===== src/itoa_pkg.sv =====
package itoa_pkg;

    localparam int VALUE_WIDTH = 32;
    localparam int RADIX_W = 6;
    localparam logic [RADIX_W-1:0] MAX_RADIX = 6'd32;
    localparam logic [RADIX_W-1:0] MIN_RADIX = 6'd2;
    localparam logic [RADIX_W-1:0] RADIX_DECIMAL = 6'd10;

    localparam int DIGIT_W = $clog2(MAX_RADIX);
    localparam int CHAR_W = 7;
    localparam int BIT_CNT_W = $clog2(VALUE_WIDTH);
    localparam int DIGIT_CNT_W = $clog2(VALUE_WIDTH + 1);
    localparam int STACK_DEPTH = VALUE_WIDTH;

    localparam logic [CHAR_W-1:0] CHAR_ZERO = 7'd48;
    localparam logic [CHAR_W-1:0] CHAR_UPPER_A = 7'd65;
    localparam logic [CHAR_W-1:0] CHAR_MINUS = 7'd45;
    localparam logic [CHAR_W-1:0] CHAR_NONE = 7'd0;
    localparam logic [DIGIT_W-1:0] DIGIT_TEN = DIGIT_W'(10);

    typedef enum logic [2:0] {
        S_IDLE = 3'b001,
        S_DIV  = 3'b010,
        S_EMIT = 3'b100
    } state_t;

    function automatic logic [CHAR_W-1:0] digit_char(input logic [DIGIT_W-1:0] digit);
        logic [CHAR_W-1:0] digit_ext;
        digit_ext = CHAR_W'(digit);
        if (digit >= DIGIT_TEN)
        begin
            return CHAR_UPPER_A + digit_ext - CHAR_W'(DIGIT_TEN);
        end
        return CHAR_ZERO + digit_ext;
    endfunction

endpackage


===== src/itoa_div.sv =====
module itoa_div (
    input  logic                            clk,
    input  logic                            rst_n,
    input  logic                            start,
    input  logic [itoa_pkg::VALUE_WIDTH-1:0] dividend,
    input  logic [itoa_pkg::RADIX_W-1:0]     divisor,
    output logic                            done,
    output logic [itoa_pkg::VALUE_WIDTH-1:0] quotient,
    output logic [itoa_pkg::RADIX_W-1:0]     remainder
);
    import itoa_pkg::*;

    logic                   busy_reg, busy_next;
    logic                   done_reg, done_next;
    logic [BIT_CNT_W-1:0]   cnt_reg, cnt_next;
    logic [VALUE_WIDTH-1:0] quo_reg, quo_next;
    logic [RADIX_W-1:0]     rem_reg, rem_next;
    logic [RADIX_W-1:0]     div_reg, div_next;
    logic [RADIX_W:0]       trial;
    logic [RADIX_W:0]       trial_diff;

    assign trial = {rem_reg, quo_reg[VALUE_WIDTH-1]};
    assign trial_diff = trial - {1'b0, div_reg};

    always_comb
    begin
        busy_next = busy_reg;
        done_next = 1'b0;
        cnt_next = cnt_reg;
        quo_next = quo_reg;
        rem_next = rem_reg;
        div_next = div_reg;
        if (start)
        begin
            busy_next = 1'b1;
            cnt_next = BIT_CNT_W'(VALUE_WIDTH - 1);
            quo_next = dividend;
            rem_next = '0;
            div_next = divisor;
        end
        else if (busy_reg)
        begin
            // One quotient bit per cycle, restoring form.
            if (trial >= {1'b0, div_reg})
            begin
                rem_next = trial_diff[RADIX_W-1:0];
                quo_next = {quo_reg[VALUE_WIDTH-2:0], 1'b1};
            end
            else
            begin
                rem_next = trial[RADIX_W-1:0];
                quo_next = {quo_reg[VALUE_WIDTH-2:0], 1'b0};
            end
            cnt_next = cnt_reg - 1'b1;
            if (cnt_reg == '0)
            begin
                busy_next = 1'b0;
                done_next = 1'b1;
            end
        end
    end

    always_ff @(posedge clk or negedge rst_n)
    begin
        if (!rst_n)
        begin
            busy_reg <= 1'b0;
            done_reg <= 1'b0;
            cnt_reg <= '0;
        end
        else
        begin
            busy_reg <= busy_next;
            done_reg <= done_next;
            cnt_reg <= cnt_next;
        end
    end

    always_ff @(posedge clk)
    begin
        quo_reg <= quo_next;
        rem_reg <= rem_next;
        div_reg <= div_next;
    end

    assign done = done_reg;
    assign quotient = quo_reg;
    assign remainder = rem_reg;

`ifndef SYNTHESIS
    a_done_after_busy: assert property (@(posedge clk) disable iff (!rst_n)
        done_reg |-> !busy_reg && $past(busy_reg))
        else $error("Divider done without a finished run.");
    a_rem_below_divisor: assert property (@(posedge clk) disable iff (!rst_n)
        done_reg |-> rem_reg < div_reg)
        else $error("Divider remainder not below divisor.");
    a_no_start_while_busy: assert property (@(posedge clk) disable iff (!rst_n)
        busy_reg |-> !start)
        else $error("Divider restarted while busy.");
`endif

endmodule


===== src/integer_to_ascii_radix_core.sv =====
// Converts a signed integer to ASCII text in a radix from 2 to 32.
// Input channel: value and radix with in_valid and in_stall. A beat is taken
// when in_valid is high and in_stall is low. The block holds in_stall high
// from the cycle after a beat until the last character of that item has been
// loaded into the output register, so it works on one item at a time.
// Output channel: character, last and bad_radix with out_valid and out_stall.
// Each beat carries one character, most significant digit first; last marks
// the final character. A leading minus sign appears only for a negative value
// in radix 10. A radix outside 2 to 32 gives one beat with bad_radix and last
// set and a zero character.
// Digits come from one shared restoring divider that produces one quotient
// bit per cycle. All digits of an item are divided out, least significant
// first, before its first character is loaded into the output register. A
// bad radix skips the divider and goes straight to emitting its one beat.
// When the receiver stalls, the output register holds its beat and the
// character stack waits; nothing is lost. Reset clears the control state and
// drops any item in progress.
module integer_to_ascii_radix_core (
    input  logic                                   clk,
    input  logic                                   rst_n,
    input  logic                                   in_valid,
    output logic                                   in_stall,
    input  logic signed [itoa_pkg::VALUE_WIDTH-1:0] value,
    input  logic [itoa_pkg::RADIX_W-1:0]            radix,
    output logic                                   out_valid,
    input  logic                                   out_stall,
    output logic [itoa_pkg::CHAR_W-1:0]             character,
    output logic                                   last,
    output logic                                   bad_radix
);
    import itoa_pkg::*;

    state_t                 state_reg, state_next;
    logic [DIGIT_CNT_W-1:0] cnt_reg, cnt_next;
    logic                   bad_reg, bad_next;
    logic                   neg10_reg, neg10_next;
    logic [RADIX_W-1:0]     radix_reg, radix_next;
    logic [DIGIT_W-1:0]     stack_reg [STACK_DEPTH];
    logic [DIGIT_W-1:0]     stack_next [STACK_DEPTH];

    logic                   out_valid_reg, out_valid_next;
    logic [CHAR_W-1:0]      char_reg, char_next;
    logic                   last_reg, last_next;
    logic                   bad_out_reg, bad_out_next;

    logic                   in_accept;
    logic                   radix_bad;
    logic [VALUE_WIDTH-1:0] value_u;
    logic [VALUE_WIDTH-1:0] magnitude;
    logic                   out_load;

    logic                   div_start;
    logic [VALUE_WIDTH-1:0] div_dividend;
    logic                   div_done;
    logic [VALUE_WIDTH-1:0] div_quo;
    logic [RADIX_W-1:0]     div_rem;

    assign in_stall = (state_reg != S_IDLE);
    assign in_accept = in_valid && !in_stall;
    assign radix_bad = (radix < MIN_RADIX) || (radix > MAX_RADIX);
    assign value_u = value;
    assign magnitude = value_u[VALUE_WIDTH-1] ? (~value_u + 1'b1) : value_u;
    assign out_load = (state_reg == S_EMIT) && (!out_valid_reg || !out_stall);

    itoa_div u_div (
        .clk       (clk),
        .rst_n     (rst_n),
        .start     (div_start),
        .dividend  (div_dividend),
        .divisor   (radix_next),
        .done      (div_done),
        .quotient  (div_quo),
        .remainder (div_rem)
    );

    always_comb
    begin
        state_next = state_reg;
        cnt_next = cnt_reg;
        bad_next = bad_reg;
        neg10_next = neg10_reg;
        radix_next = radix_reg;
        stack_next = stack_reg;
        div_start = 1'b0;
        div_dividend = magnitude;
        char_next = char_reg;
        last_next = last_reg;
        bad_out_next = bad_out_reg;
        out_valid_next = out_valid_reg && out_stall;

        unique case (state_reg)
            S_IDLE:
            begin
                if (in_accept)
                begin
                    cnt_next = '0;
                    radix_next = radix;
                    bad_next = radix_bad;
                    neg10_next = value_u[VALUE_WIDTH-1] && (radix == RADIX_DECIMAL);
                    if (radix_bad)
                    begin
                        state_next = S_EMIT;
                    end
                    else
                    begin
                        div_start = 1'b1;
                        state_next = S_DIV;
                    end
                end
            end
            S_DIV:
            begin
                div_dividend = div_quo;
                if (div_done)
                begin
                    stack_next[0] = div_rem[DIGIT_W-1:0];
                    for (int i = 1; i < STACK_DEPTH; i++)
                    begin
                        stack_next[i] = stack_reg[i-1];
                    end
                    cnt_next = cnt_reg + 1'b1;
                    if (div_quo == '0)
                    begin
                        state_next = S_EMIT;
                    end
                    else
                    begin
                        div_start = 1'b1;
                    end
                end
            end
            S_EMIT:
            begin
                if (out_load)
                begin
                    out_valid_next = 1'b1;
                    priority if (bad_reg)
                    begin
                        char_next = CHAR_NONE;
                        last_next = 1'b1;
                        bad_out_next = 1'b1;
                        state_next = S_IDLE;
                    end
                    else if (neg10_reg)
                    begin
                        char_next = CHAR_MINUS;
                        last_next = 1'b0;
                        bad_out_next = 1'b0;
                        neg10_next = 1'b0;
                    end
                    else
                    begin
                        char_next = digit_char(stack_reg[0]);
                        last_next = (cnt_reg == DIGIT_CNT_W'(1));
                        bad_out_next = 1'b0;
                        for (int i = 0; i < STACK_DEPTH - 1; i++)
                        begin
                            stack_next[i] = stack_reg[i+1];
                        end
                        cnt_next = cnt_reg - 1'b1;
                        if (cnt_reg == DIGIT_CNT_W'(1))
                        begin
                            state_next = S_IDLE;
                        end
                    end
                end
            end
            default:
            begin
                state_next = S_IDLE;
            end
        endcase
    end

    always_ff @(posedge clk or negedge rst_n)
    begin
        if (!rst_n)
        begin
            state_reg <= S_IDLE;
            cnt_reg <= '0;
            bad_reg <= 1'b0;
            neg10_reg <= 1'b0;
            out_valid_reg <= 1'b0;
        end
        else
        begin
            state_reg <= state_next;
            cnt_reg <= cnt_next;
            bad_reg <= bad_next;
            neg10_reg <= neg10_next;
            out_valid_reg <= out_valid_next;
        end
    end

    always_ff @(posedge clk)
    begin
        radix_reg <= radix_next;
        stack_reg <= stack_next;
        char_reg <= char_next;
        last_reg <= last_next;
        bad_out_reg <= bad_out_next;
    end

    assign out_valid = out_valid_reg;
    assign character = char_reg;
    assign last = last_reg;
    assign bad_radix = bad_out_reg;

`ifndef SYNTHESIS
    a_busy_after_accept: assert property (@(posedge clk) disable iff (!rst_n)
        in_accept |=> in_stall)
        else $error("Input not stalled after an accepted beat.");
    a_bad_is_last: assert property (@(posedge clk) disable iff (!rst_n)
        (out_valid && bad_radix) |-> last)
        else $error("Bad radix beat without last.");
    a_digits_pending: assert property (@(posedge clk) disable iff (!rst_n)
        (state_reg == S_EMIT && !bad_reg) |-> cnt_reg != '0)
        else $error("Emit state with an empty digit stack.");
    a_div_done_in_div: assert property (@(posedge clk) disable iff (!rst_n)
        div_done |-> state_reg == S_DIV)
        else $error("Divider finished outside the divide state.");
    a_count_bound: assert property (@(posedge clk) disable iff (!rst_n)
        cnt_reg <= DIGIT_CNT_W'(STACK_DEPTH))
        else $error("Digit count beyond stack depth.");
`endif

endmodule


===== config.mk =====
export PLATFORM = sky130hd
export DESIGN_NAME = integer_to_ascii_radix_core
export DESIGN_NICKNAME = d
export VERILOG_FILES = /design/src/itoa_pkg.sv /design/src/itoa_div.sv /design/src/integer_to_ascii_radix_core.sv
export SDC_FILE = /design/constraint.sdc
export NUM_CORES = 1
export LEC_CHECK = 0
export BUFFER_PORTS_ARGS = -buffer_cell sky130_fd_sc_hd__buf_2
export CAP_MARGIN = 20
export CORE_UTILIZATION = 50
export CTS_BUF_LIST = sky130_fd_sc_hd__clkbuf_8
export CTS_CLUSTER_SIZE = 12
export DETAILED_ROUTE_END_ITERATION = 8
export GPL_TIMING_DRIVEN = 0
export PLACE_DENSITY = 0.76
export SLEW_MARGIN = 20
export SYNTH_ARGS = -nofsm -noshare
export SYNTH_HDL_FRONTEND = slang
export SYNTH_SLANG_ARGS = --single-unit

===== constraint.sdc =====
create_clock -name clk -period 4.5 [get_ports clk]
set_input_delay 1.125 -clock clk [delete_from_list [all_inputs] [get_ports clk]]
set_output_delay 1.125 -clock clk [all_outputs]
set_load 0.02 [all_outputs]

# Word level (Yosys, flattened, before mapping)
# Cells that the tools add are included.
# W data, S select, Z words.
[totals]
output_inout_bits = 11
register_bits = 238
[op_classes]
n_mux = 57
reduce_logical = 24
n_bitwise = 1
n_eq_ne = 15
n_addsub = 8
magnitude_cmp = 4
[op_table]
columns = ["operator", "n"]
rows = [
  ["$mux W155", 3],
  ["$pmux W155 S2", 1],
  ["$mux W160", 1],
  ["$mux W32", 4],
  ["$mux W6", 9],
  ["$add A32 B1 Y32 const B", 1],
  ["$logic_not A32 Y1", 1],
  ["$not A32 Y32", 1],
  ["$mux W3", 8],
  ["$mux W1", 23],
  ["$pmux W6 S3", 1],
  ["$mux W7", 2],
  ["$ne A2 B2 Y1 const B", 6],
  ["$reduce_and A6 Y1", 2],
  ["$mux W5", 2],
  ["$pmux W3 S3", 1],
  ["$reduce_and A2 Y1", 4],
  ["$add A6 B5 Y7 const A", 1],
  ["$add A7 B5 Y7 const A", 1],
  ["$ge A7 B6 Y1", 1],
  ["$sub A7 B4 Y7 const B", 1],
  ["$add A6 B1 Y6 const B", 1],
  ["$eq A6 B1 Y1 const B", 1],
  ["$eq A6 B4 Y1 const B", 1],
  ["other kinds (23)", 32],
]

# Logic depth before layout (Yosys ltp)
# Gate-level depths: netlist of run 1.
[logic_depth]
word_depth = 8
depth_mapped = 9
ltp_nobuf = 9

# Modules after synthesis
# A second synthesis of run 1 with hierarchy kept.
[unflattened]
hier_cells = 1192
area_unflattened_um2 = 11933.9
[by_module_without_submodules]
columns = ["mod", "cells_per_inst", "n_inst", "seq_area_each_um2", "area_each_um2"]
rows = [
  ["integer_to_ascii_radix_core", 1013, 1, 5496.5, 9502.9],
  ["itoa_div", 179, 1, 1436.4, 2431.1],
]

# Least setup slack after synthesis of run 1
# Ideal clock, no wire load.
[synth_path]
path_type = "input to register"
startpoint = "input port radix[4] in the netlist's numbering"
endpoint = "register u_div.quo_reg[0] (netlist: u_div.quotient[0]) (enable)"
required_time_ns = 4.030
path_stages = 4
path_buffers = 0
slack_ns = -0.220
t_arrival_ns = 4.250
cell_sequence = "nor4_1 mux2i_1 nand2b_1 a21boi_0"
[synth_between]
elab_chain_len = 7
elab_cells_between_ends = 9
classes_between = "2 x order compare; 1 x eq/ne; 3 x mux; 3 x reduce/logical"
[synth_rtl]
columns = ["element", "line_no", "source"]
rows = [
  ["start: declaration", "integer_to_ascii_radix_core.sv:24", "input logic [itoa_pkg::RADIX_W-1:0] radix,"],
  ["$lt A6 B2 Y1 / $gt A6 B6 Y1 (equally long branches)", "integer_to_ascii_radix_core.sv:60", "assign radix_bad = (radix < MIN_RADIX) || (radix > MAX_RADIX);"],
  ["$logic_or A1 B1 Y1 *", "integer_to_ascii_radix_core.sv:60", ""],
  ["$mux W1 *", "integer_to_ascii_radix_core.sv:100", "if (radix_bad)"],
  ["$mux W1 *", "integer_to_ascii_radix_core.sv:94", "if (in_accept)"],
  ["$pmux W1 S2 *", "integer_to_ascii_radix_core.sv:91", "unique case (state_reg)"],
  ["$ne A2 B2 Y1 (no source line) / $reduce_bool A2 Y1 (equally long branches)", "--", ""],
  ["$reduce_and A2 Y1 (no source line) *", "--", ""],
  ["end signal: assignment", "itoa_div.sv:81", "quo_reg <= quo_next;"],
  ["end: declaration", "itoa_div.sv:16", "logic [VALUE_WIDTH-1:0] quo_reg, quo_next;"],
]
# Mark *: on every way between the ends. The rest lies on a longest branch, timed or not.
# A chain may end at the register's enable or synchronous reset.

# Worst setup path after layout of run 1
[layout_path]
startpoint = "input port radix[4] in the netlist's numbering"
endpoint = "register u_div.quo_reg[22] (netlist: u_div.quotient[22]) (data pin)"
[layout_between]
elab_chain_len = 6
elab_cells_between_ends = 7
classes_between = "2 x order compare; 4 x mux; 1 x reduce/logical"
[layout_rtl]
columns = ["element", "line_no", "source"]
rows = [
  ["$lt A6 B2 Y1 / $gt A6 B6 Y1 (equally long branches)", "integer_to_ascii_radix_core.sv:60", ""],
  ["$logic_or A1 B1 Y1 *", "integer_to_ascii_radix_core.sv:60", ""],
  ["$mux W1 *", "integer_to_ascii_radix_core.sv:100", ""],
  ["$mux W1 *", "integer_to_ascii_radix_core.sv:94", ""],
  ["$pmux W1 S2 *", "integer_to_ascii_radix_core.sv:91", ""],
  ["$mux W32 *", "itoa_div.sv:33", "if (start)"],
  ["net u_div.quo_next[22]", "itoa_div.sv:16", ""],
]
# The timed path passes the listed nets; every way through them passes the cells marked *.

==> metrics.txt, run 1 <==
routed vias/inst=5.610; RSZ-0062 raised after global routing=false; worst setup path class=in -> reg; syn nets=1166; Critical Path Most Common Cell=buf_2; antenna violation net count after detailed routing=0; PortBufs=52; Max Slew Vio Count=0; worst endpoint required time=4.77 ns; maxcap violations=0; Die Span Y=153.9 um; CP arrival=3.39 ns; Core Region=22640 um2; Area Overhead vs Synth=13.47%; Clock Power Share=25.0%; status=finished clean; sequential power share=47.0%; Yosys reg bits=238; Post-synth EDFFs=207; syn_area_per_cell=10.40 um2; most common cell after layout, fill and taps aside=nand2_1; Crit path largest cell delay=0.44 ns; Util after Layout=57.83%; slew margin rel.=56.59%; CTS tree=yes; HPWL Detailed=16180 um; Synth async-reset ratio=7.983%; clk buf depth=3; max FFs per register=160; synthesized cell area=11540 um2; Diodes inserted=0; largest net degree at the start of global routing=52; period utilization=69.19%; post-synth top area share=53.87%; Main synth FF type=edfxtp_1; Synth Warn #=0; vias in the first global route=8165; critical path, cell by cell=buf_2 -> nor4_1 -> mux2i_1 -> nand2b_1 -> and2_1 -> inv_2 -> buf_2 -> mux2_2; most frequent cells in the layout=nand2_1, edfxtp_1, nand3_1; sequential area share after synthesis=60.08%; Worst VDD drop=0.4102 mV; DR vias=8555; final setup fails=0; Die W=153.9 um; Post-CTS Setup Inserts=0; H-Tree Depth=2; drt first pass iters=5; post-DR wirelength/cell=15.63 um; Cells after Synth=1109; fin nets=1266; skew final=0.01951 ns; CP Max Fanout=10; Hold Crit Class=reg -> reg; clk sinks=238; Power Internal=5.132 mW; Worst-Skew Late Latency=0.54 ns; DP Worst Slack=0.8190 ns; hold depth=0; first-pass GRT wire length=38900 um; Worst Tran Pin Value=0.6443 ns; crit path max-delay cell type=mux2i_1; IO Pins=53; register clock-pin slew on the reported worst setup and hold paths=0.06 ns; P_leak=5.266 nW; fin crit period=3.114 ns; Cell Rows=55; die area=23690 um2; Startpoint Class=input port; 1st-iter DRT viols=686; Yosys top cell by area=edfxtp_1; gr usage total=20.21%; Post-CTS Hold Buffers=0; Resized cells post-CTS=0; initial antenna violation count=0; DR DRC count=0; total CTS buffers=41; final setup margin=1.386 ns; Hold Vio Cnt, Final=0; logic gate share of total power=28.0%; PwrDens=591.4 nW/um2; switching power total=2.610 mW; GRT overflow=0; FMAX=321.2 MHz; placed cell areas=12270 um2; CP endpoint kind=flip-flop; R2R cell count=8; WL final=23830 um; fin area=13090 um2; share of layout cells above drive strength 1=13.63%; top post-synthesis cells by area=edfxtp_1, nand2_1, nand3_1; Netlist cell types=70; Sw Ratio=33.71%; Placer Congestion=0.8487; initial core utilization=50.96%; Root Buffer=clkbuf_8
-- logic make-up (layout without fill, tap and decap cells) --
logic type               after synthesis  in the layout  synth area share (%)
AO/OA/AOI/OAI                        102            102                 6.018
flip-flops                           238            238                 60.08
AND/OR/NAND/NOR                      585            585                 22.67
multiplexers                          37             37                 3.589
buffers and inverters                 95            226                 3.134
adder cells (fa/ha/maj)               15             15                 1.692
XOR/XNOR                              37             37                 2.808
-- path summary, 6_finish.rpt --
check                                          from                           end  slack, ns
max                                        radix[4]  u_div.quotient[22]$_DFFE_PP_       1.39
min                          stack_reg[9]$_DFFE_PP_        stack_reg[4]$_DFFE_PP_       0.45
max reg2reg                state_reg[2]$_DFFE_PN0P_  u_div.quotient[22]$_DFFE_PP_       1.61
min reg2reg                  stack_reg[9]$_DFFE_PP_        stack_reg[4]$_DFFE_PP_       0.45
max in group asynchronous                     rst_n      state_reg[0]$_DFFE_PN1P_       3.63
min in group asynchronous                     rst_n           out_valid$_DFF_PN0_       0.53
-- routing by layer --
metal  global-route usage, %  share of wire (%)
met1                   28.58                 46
met2                   31.77                 47
met3                   3.382                5.5
met4                   6.762                2.1
met5                       0                  0
-- worst max-delay path: cells and delay by family --
kind / cells / cell delay, ns
simple gates: 3 / 0.91
mux: 2 / 0.81
buf+inv: 3 / 0.54
-- layout make-up --
class / instances / area, um2
fillers: 1918 / 9548
flip-flops and latches: 238 / 6933
multi-input cells: 776 / 4264
clock buffers: 47 / 646.9
repair buffers: 57 / 362.8
well taps: 285 / 356.6
plain buffers: 70 / 267.8
clock inverters: 27 / 167.7
inverters: 25 / 93.84
-- power by group through the flow --
stage                     Sequential [mW]  Combinational, mW  Clock (mW)
final                                3.64               2.17        1.94
after detailed placement             3.67               2.15           0
after global routing                 3.70               2.44        2.07
after global placement               3.69               2.00           0
after floorplan                      3.59               1.56           0
after CTS                            3.63               2.16        1.98
-- stage by stage --
step	std cells	power, mW	hold slack [ns]	TNS (ns)
2_1_floorplan	1109	5.155	0.4262	0
3_5_place_dp	1450	5.819	0.4327	0
4_1_cts	1524	7.769	0.4491	0
3_3_place_gp	1446	5.690	0.4290	-166.53
5_1_grt	1525	8.213	0.4594	0
6_report	1525	7.742	0.4484	0
-- Yosys cell counts, types with 12 or more instances --
cell and count:
nor4_1 12, o21ai_0 24, xnor2_1 32, buf_1 20
a21oi_1 19, clkbuf_1 46, nor2_1 20, dfrtp_1 18
nor3_1 12, edfxtp_1 207, ha_1 14, mux2_2 31
o31ai_1 15, nand3_1 167, inv_1 24, dfxtp_1 12
nand2_1 338
Power figures use the tool's default switching activity.
==> run 2: changes to the inputs <==
ABC_AREA = 1   (was default)
PLACE_DENSITY = 0.73   (was 0.76)
clock period = 3 ns   (was 4.5 ns; I/O delays follow)
==> run 2 against run 1 <==
Final area up 2.8%. Critical path type is now reg -> reg. Flip-flop and latch count unchanged. First-iteration DRC count up 2.5%. Synthesized cell count up 21%. Via count up 9.1%. Non-clock buffer count down 3. Register-to-register slack worse by 1.3 ns. Critical path depth unchanged. Global-route usage up 1.1 points.
==> metrics.txt, run 2 <==
status=finished clean; Main synth FF type=edfxtp_1; Post-synth top cells=nand2_1, edfxtp_1, o21ai_0, inv_1, nor2_1; P_leak=5.228 nW; Critical Path Most Common Cell=nor2_1; post-synth top area share=52.05%; IO Pins=53; Worst VDD drop=0.4961 mV; register clock-pin slew on the reported worst setup and hold paths=0.06 ns; Filler cells=2086; total CTS buffers=40; Resized cells post-CTS=0; WL final=25350 um; Worst Tran Pin Value=0.7619 ns; top post-synthesis cells by area=edfxtp_1, nand2_1, o21ai_0; Hold Vio Cnt, Final=0; critical path, cell by cell=nor2_1 -> nand3_1 -> nor2_1 -> nand4_1 -> a21oi_1 -> buf_2 -> nand2_1 -> nand2_2; CP arrival=2.87 ns; Post-CTS Setup Inserts=0; clk sinks=238; FMAX=368.4 MHz; Startpoint Class=flip-flop; fin nets=1501; Yosys top cell by area=edfxtp_1; Post-synth EDFFs=207; placed cell areas=12750 um2; DR DRC count=0; syn nets=1401; gr usage total=21.34%; CP Max Fanout=32; worst endpoint required time=3.16 ns; crit path max-delay cell type=nand2_2; Crit path largest cell delay=0.60 ns; RSZ-0062 raised after global routing=false; Synth Warn #=0; PortBufs=52; FF/Latch Area=6933 um2; post-DR wirelength/cell=14.17 um; Worst-Skew Late Latency=0.54 ns; initial antenna violation count=0; sequential area share after synthesis=58.05%; clk buf depth=3; share of layout cells above drive strength 1=10.95%; max FFs per register=160; final setup fails=0; most frequent cells in the layout=nand2_1, edfxtp_1, o21ai_0; vias in the first global route=9128; synthesized cell area=11940 um2; skew final=0.02472 ns; HPWL Detailed=17710 um; largest net degree at the start of global routing=33; initial core utilization=50.88%; most common cell in the netlist=nand2_1; Placer Congestion=0.8667; slew margin rel.=49.03%; DR vias=9331; 1st-iter DRT viols=703; drt first pass iters=6; Netlist cell types=37; period utilization=90.48%; fin crit period=2.714 ns; Cell Rows=56; CP endpoint kind=flip-flop; fin area=13460 um2; Root Buffer=clkbuf_8; H-Tree Depth=2; Max Slew Vio Count=0; Hold Crit Class=in -> async; Core Region=23470 um2; most common cell after layout, fill and taps aside=nand2_1; worst setup path class=reg -> reg; antenna violation net count after detailed routing=0; CTS tree=yes; maxcap violations=0; Diodes inserted=0; die area=24510 um2; Synth async-reset ratio=7.983%; Post-CTS Hold Buffers=0; syn_area_per_cell=8.886 um2; GRT overflow=0; Cells after Synth=1344; Area Overhead vs Synth=12.74%; Yosys reg bits=238; PwrDens=868.7 nW/um2; Die W=156.6 um; routed vias/inst=5.216; Die Span Y=156.6 um; area occupied by multi-input gates=4363 um2; first-pass GRT wire length=42170 um; Util after Layout=57.36%
==> run 2: kinds of logic after synthesis <==
family	after synthesis	synth area share [%]
adders and majority gates	15	1.634
buffers and inverters	164	5.626
xor gates and xnor gates	22	1.613
AOI/OAI and AO/OA	238	10.51
DFF	238	58.05
and+or+nand+nor	667	22.57
==> run 2: report_power, final <==
part / switching, mW / internal (mW)
logic: 2.26 / 1.10
clock network: 1.26 / 1.37
registers: 0.589 / 5.11
total: 4.11 / 7.58
==> run 2: through the flow <==
step | setup TNS, ns | power [mW] | std cells | hold WS, ns | setup WS [ns]
CTS | 0 | 11.75 | 1789 | 0.1589 | 0.2478
detailed placement | -7.525 | 9.097 | 1721 | 0.4397 | -0.2359
floorplan | -101.17 | 8.030 | 1344 | 0.4268 | -0.6527
global route | 0 | 12.49 | 1789 | 0.1773 | 0.1411
finish | 0 | 11.70 | 1789 | 0.1750 | 0.2857
global placement | -288.90 | 8.880 | 1715 | 0.4353 | -1.749
==> run 2: path summary, 6_finish.rpt <==
check	startpoint	to	slack, ns	depth (start not counted)
setup / recovery	u_div.quotient[13]$_DFFE_PP_	u_div.quotient[10]$_DFFE_PP_	0.29	8
hold / removal	rst_n	cnt_reg[1]$_DFFE_PN0P_	0.17	1
setup reg to reg	u_div.quotient[13]$_DFFE_PP_	u_div.quotient[10]$_DFFE_PP_	0.29	8
hold reg to reg	stack_reg[5]$_DFFE_PP_	stack_reg[0]$_DFFE_PP_	0.45	0
max in group asynchronous	rst_n	state_reg[0]$_DFFE_PN1P_	2.48	1
min in group clk	in_valid	state_reg[0]$_DFFE_PN1P_	0.44	2
==> run 2: layer usage <==
layer	up-vias	share of wire [%]	global-route usage (%)
li1	4694	-	-
met1	4398	47	28.45
met5	-	0	0
met4	0	2.4	7.937
met3	50	4.0	3.212
met2	189	47	35.31
==> run 2: cell type report <==
class | instances | area share, %
sequential | 238 | 51.49
multi-input combinational | 942 | 32.40
clock buffer | 42 | 4.293
tap | 319 | 2.964
timing repair buffer | 58 | 2.881
inverter | 98 | 2.732
buffer | 66 | 2.258
clock inverter | 26 | 0.9757
==> run 2: critical path: cells and delay by family, from the launching register on <==
family / cells / cell delay [ns]
buffers and inverters: 1 / 0.30
AO/OA/AOI/OAI: 1 / 0.33
AND/OR/NAND/NOR: 6 / 1.31
flip-flops: 1 / 0.39
==> run 3: changes to the inputs <==
GPL_TIMING_DRIVEN = default   (was 0)
==> run 3 against run 2 <==
Global-route usage is 2.2 points lower. Clock skew shrank 0.0039 ns. Sequential power hardly changed. Total power fell by 2.2%. First-iteration DRC count down 7.8%. Clock-buffer cell count up 1. Sequential share of layout area up 1.2 points. Critical path depth is 2 lower. Utilization fell by 1.2 points. Critical endpoint is now u_div.quotient[6]$_DFFE_PP_. Largest cell class unchanged.
==> metrics.txt, run 3 (synthesis gave the netlist of run 2 again) <==
RSZ-0062 raised after global routing=false; Worst VDD drop=0.6481 mV; status=finished clean; vias in the first global route=8254; Root Buffer=clkbuf_8; Worst-Skew Late Latency=0.52 ns; antenna violation net count after detailed routing=0; R2R cell count=6; Die Span Y=156.6 um; Max Slew Vio Count=0; share of layout cells above drive strength 1=10.16%; drt first pass iters=7; slew margin rel.=42.48%; Post-CTS Setup Inserts=0; total CTS buffers=39; worst endpoint required time=3.24 ns; CP arrival=2.59 ns; H-Tree Depth=2; IO Pins=53; clk sinks=238; period utilization=78.37%; initial core utilization=50.88%; Worst Tran Pin Value=0.8628 ns; PortBufs=52; Worst Hold Slack=0.1708 ns; final setup fails=0; placed cell areas=12450 um2; register clock-pin slew on the reported worst setup and hold paths=0.06 ns; skew final=0.02079 ns; fin nets=1437; most common cell after layout, fill and taps aside=nand2_1; fin crit period=2.351 ns; HPWL Detailed=14620 um; 1st-iter DRT viols=648; Startpoint Class=flip-flop; CP Max Fanout=54; maxcap violations=0; TNS Setup=0 ns; RR Endpoint=u_div.quotient[6]$_DFFE_PP_; Core Region=23470 um2; GRT overflow=0; Hold Crit Class=in -> async; Hold Vio Cnt, Final=0; Placer Congestion=0.9228; initial antenna violation count=0; WL final=22890 um; post-DR wirelength/cell=13.26 um; die area=24510 um2; Cell Rows=56; FF-to-FF Start=state_reg[2]$_DFFE_PN0P_; fin area=13180 um2; clk buf depth=3; first-pass GRT wire length=38300 um; DR vias=8948; PwrDens=868.6 nW/um2; Util after Layout=56.13%; Resized cells post-CTS=0; CP endpoint kind=flip-flop; FMAX=425.3 MHz; routed vias/inst=5.181; reg-to-reg slack, setup=0.65 ns; CTS tree=yes; most frequent cells in the layout=nand2_1, edfxtp_1, o21ai_0; Post-CTS Hold Buffers=0; DR DRC count=0; Die W=156.6 um; gr usage total=19.13%; Area Overhead vs Synth=10.32%; worst setup path class=reg -> reg; P_leak=5.060 nW; largest net degree at the start of global routing=204; Diodes inserted=0; max FFs per register=160
[run 3: changes by cell type in the layout (fill, tap and decap cells not counted), moves of 2 or more]
cell / before / now
buf_8: 2 / 0
inv_1: 106 / 104
clkbuf_1: 41 / 0
buf_4: 2 / 5
buf_2: 72 / 52
[run 3: worst max-delay path by stage]
| stage | slack, ns | end | startpoint |
|---|---|---|---|
| floorplan | -0.65 | stack_reg[100]$_DFFE_PP_ | state_reg[2]$_DFFE_PN0P_ |
| global placement | 0.48 | u_div.quotient[30]$_DFFE_PP_ | value[0] |
| detailed placement | 0.43 | u_div.quotient[30]$_DFFE_PP_ | value[0] |
| CTS | 0.60 | u_div.quotient[9]$_DFFE_PP_ | state_reg[2]$_DFFE_PN0P_ |
| global route | 0.48 | u_div.quotient[15]$_DFFE_PP_ | state_reg[2]$_DFFE_PN0P_ |
| finish | 0.65 | u_div.quotient[6]$_DFFE_PP_ | state_reg[2]$_DFFE_PN0P_ |
[run 3: layer usage]
| layer | track usage (%) | part of all wire, % | vias to the layer above |
|---|---|---|---|
| li1 | - | - | 4560 |
| met1 | 26.63 | 48 | 4168 |
| met2 | 30.70 | 46 | 184 |
| met3 | 3.185 | 3.9 | 36 |
| met4 | 5.882 | 1.8 | 0 |
| met5 | 0 | 0 | - |
[run 3: critical path: stages (launching register included)]
cell and delay, ns:
dfrtp_1 0.43, nor3_4 0.38, inv_2 0.14, nor2_4 0.31, nand2_1 0.17, nand2_4 0.42, o21ai_0 0.18
[run 3: report_power, final]
part / leakage [nW] / switching [mW] / total [mW] / internal, mW
clock network: 0.426 / 1.25 / 2.65 / 1.40
logic: 2.31 / 2.14 / 3.09 / 0.956
registers: 2.32 / 0.589 / 5.70 / 5.11
total: 5.06 / 3.98 / 11.4 / 7.47
[run 3: final cells by class]
| cell class | instances | area (um2) |
|---|---|---|
| clock buffers | 43 | 591.8 |
| clock inverters | 26 | 137.6 |
| fillers | 2114 | 10300 |
| inverters | 98 | 367.9 |
| multi-input cells | 942 | 4364 |
| flip-flops and latches | 238 | 6937 |
| well taps | 319 | 399.1 |
| repair buffers | 61 | 377.9 |
[run 3: per-stage QoR]
stage	power, mW	setup slack (ns)	cells
global placement	8.721	0.4834	1658
CTS	11.53	0.6003	1727
detailed placement	8.839	0.4295	1658
finish	11.44	0.6489	1727
floorplan	8.030	-0.6527	1344
global route	12.24	0.4762	1727
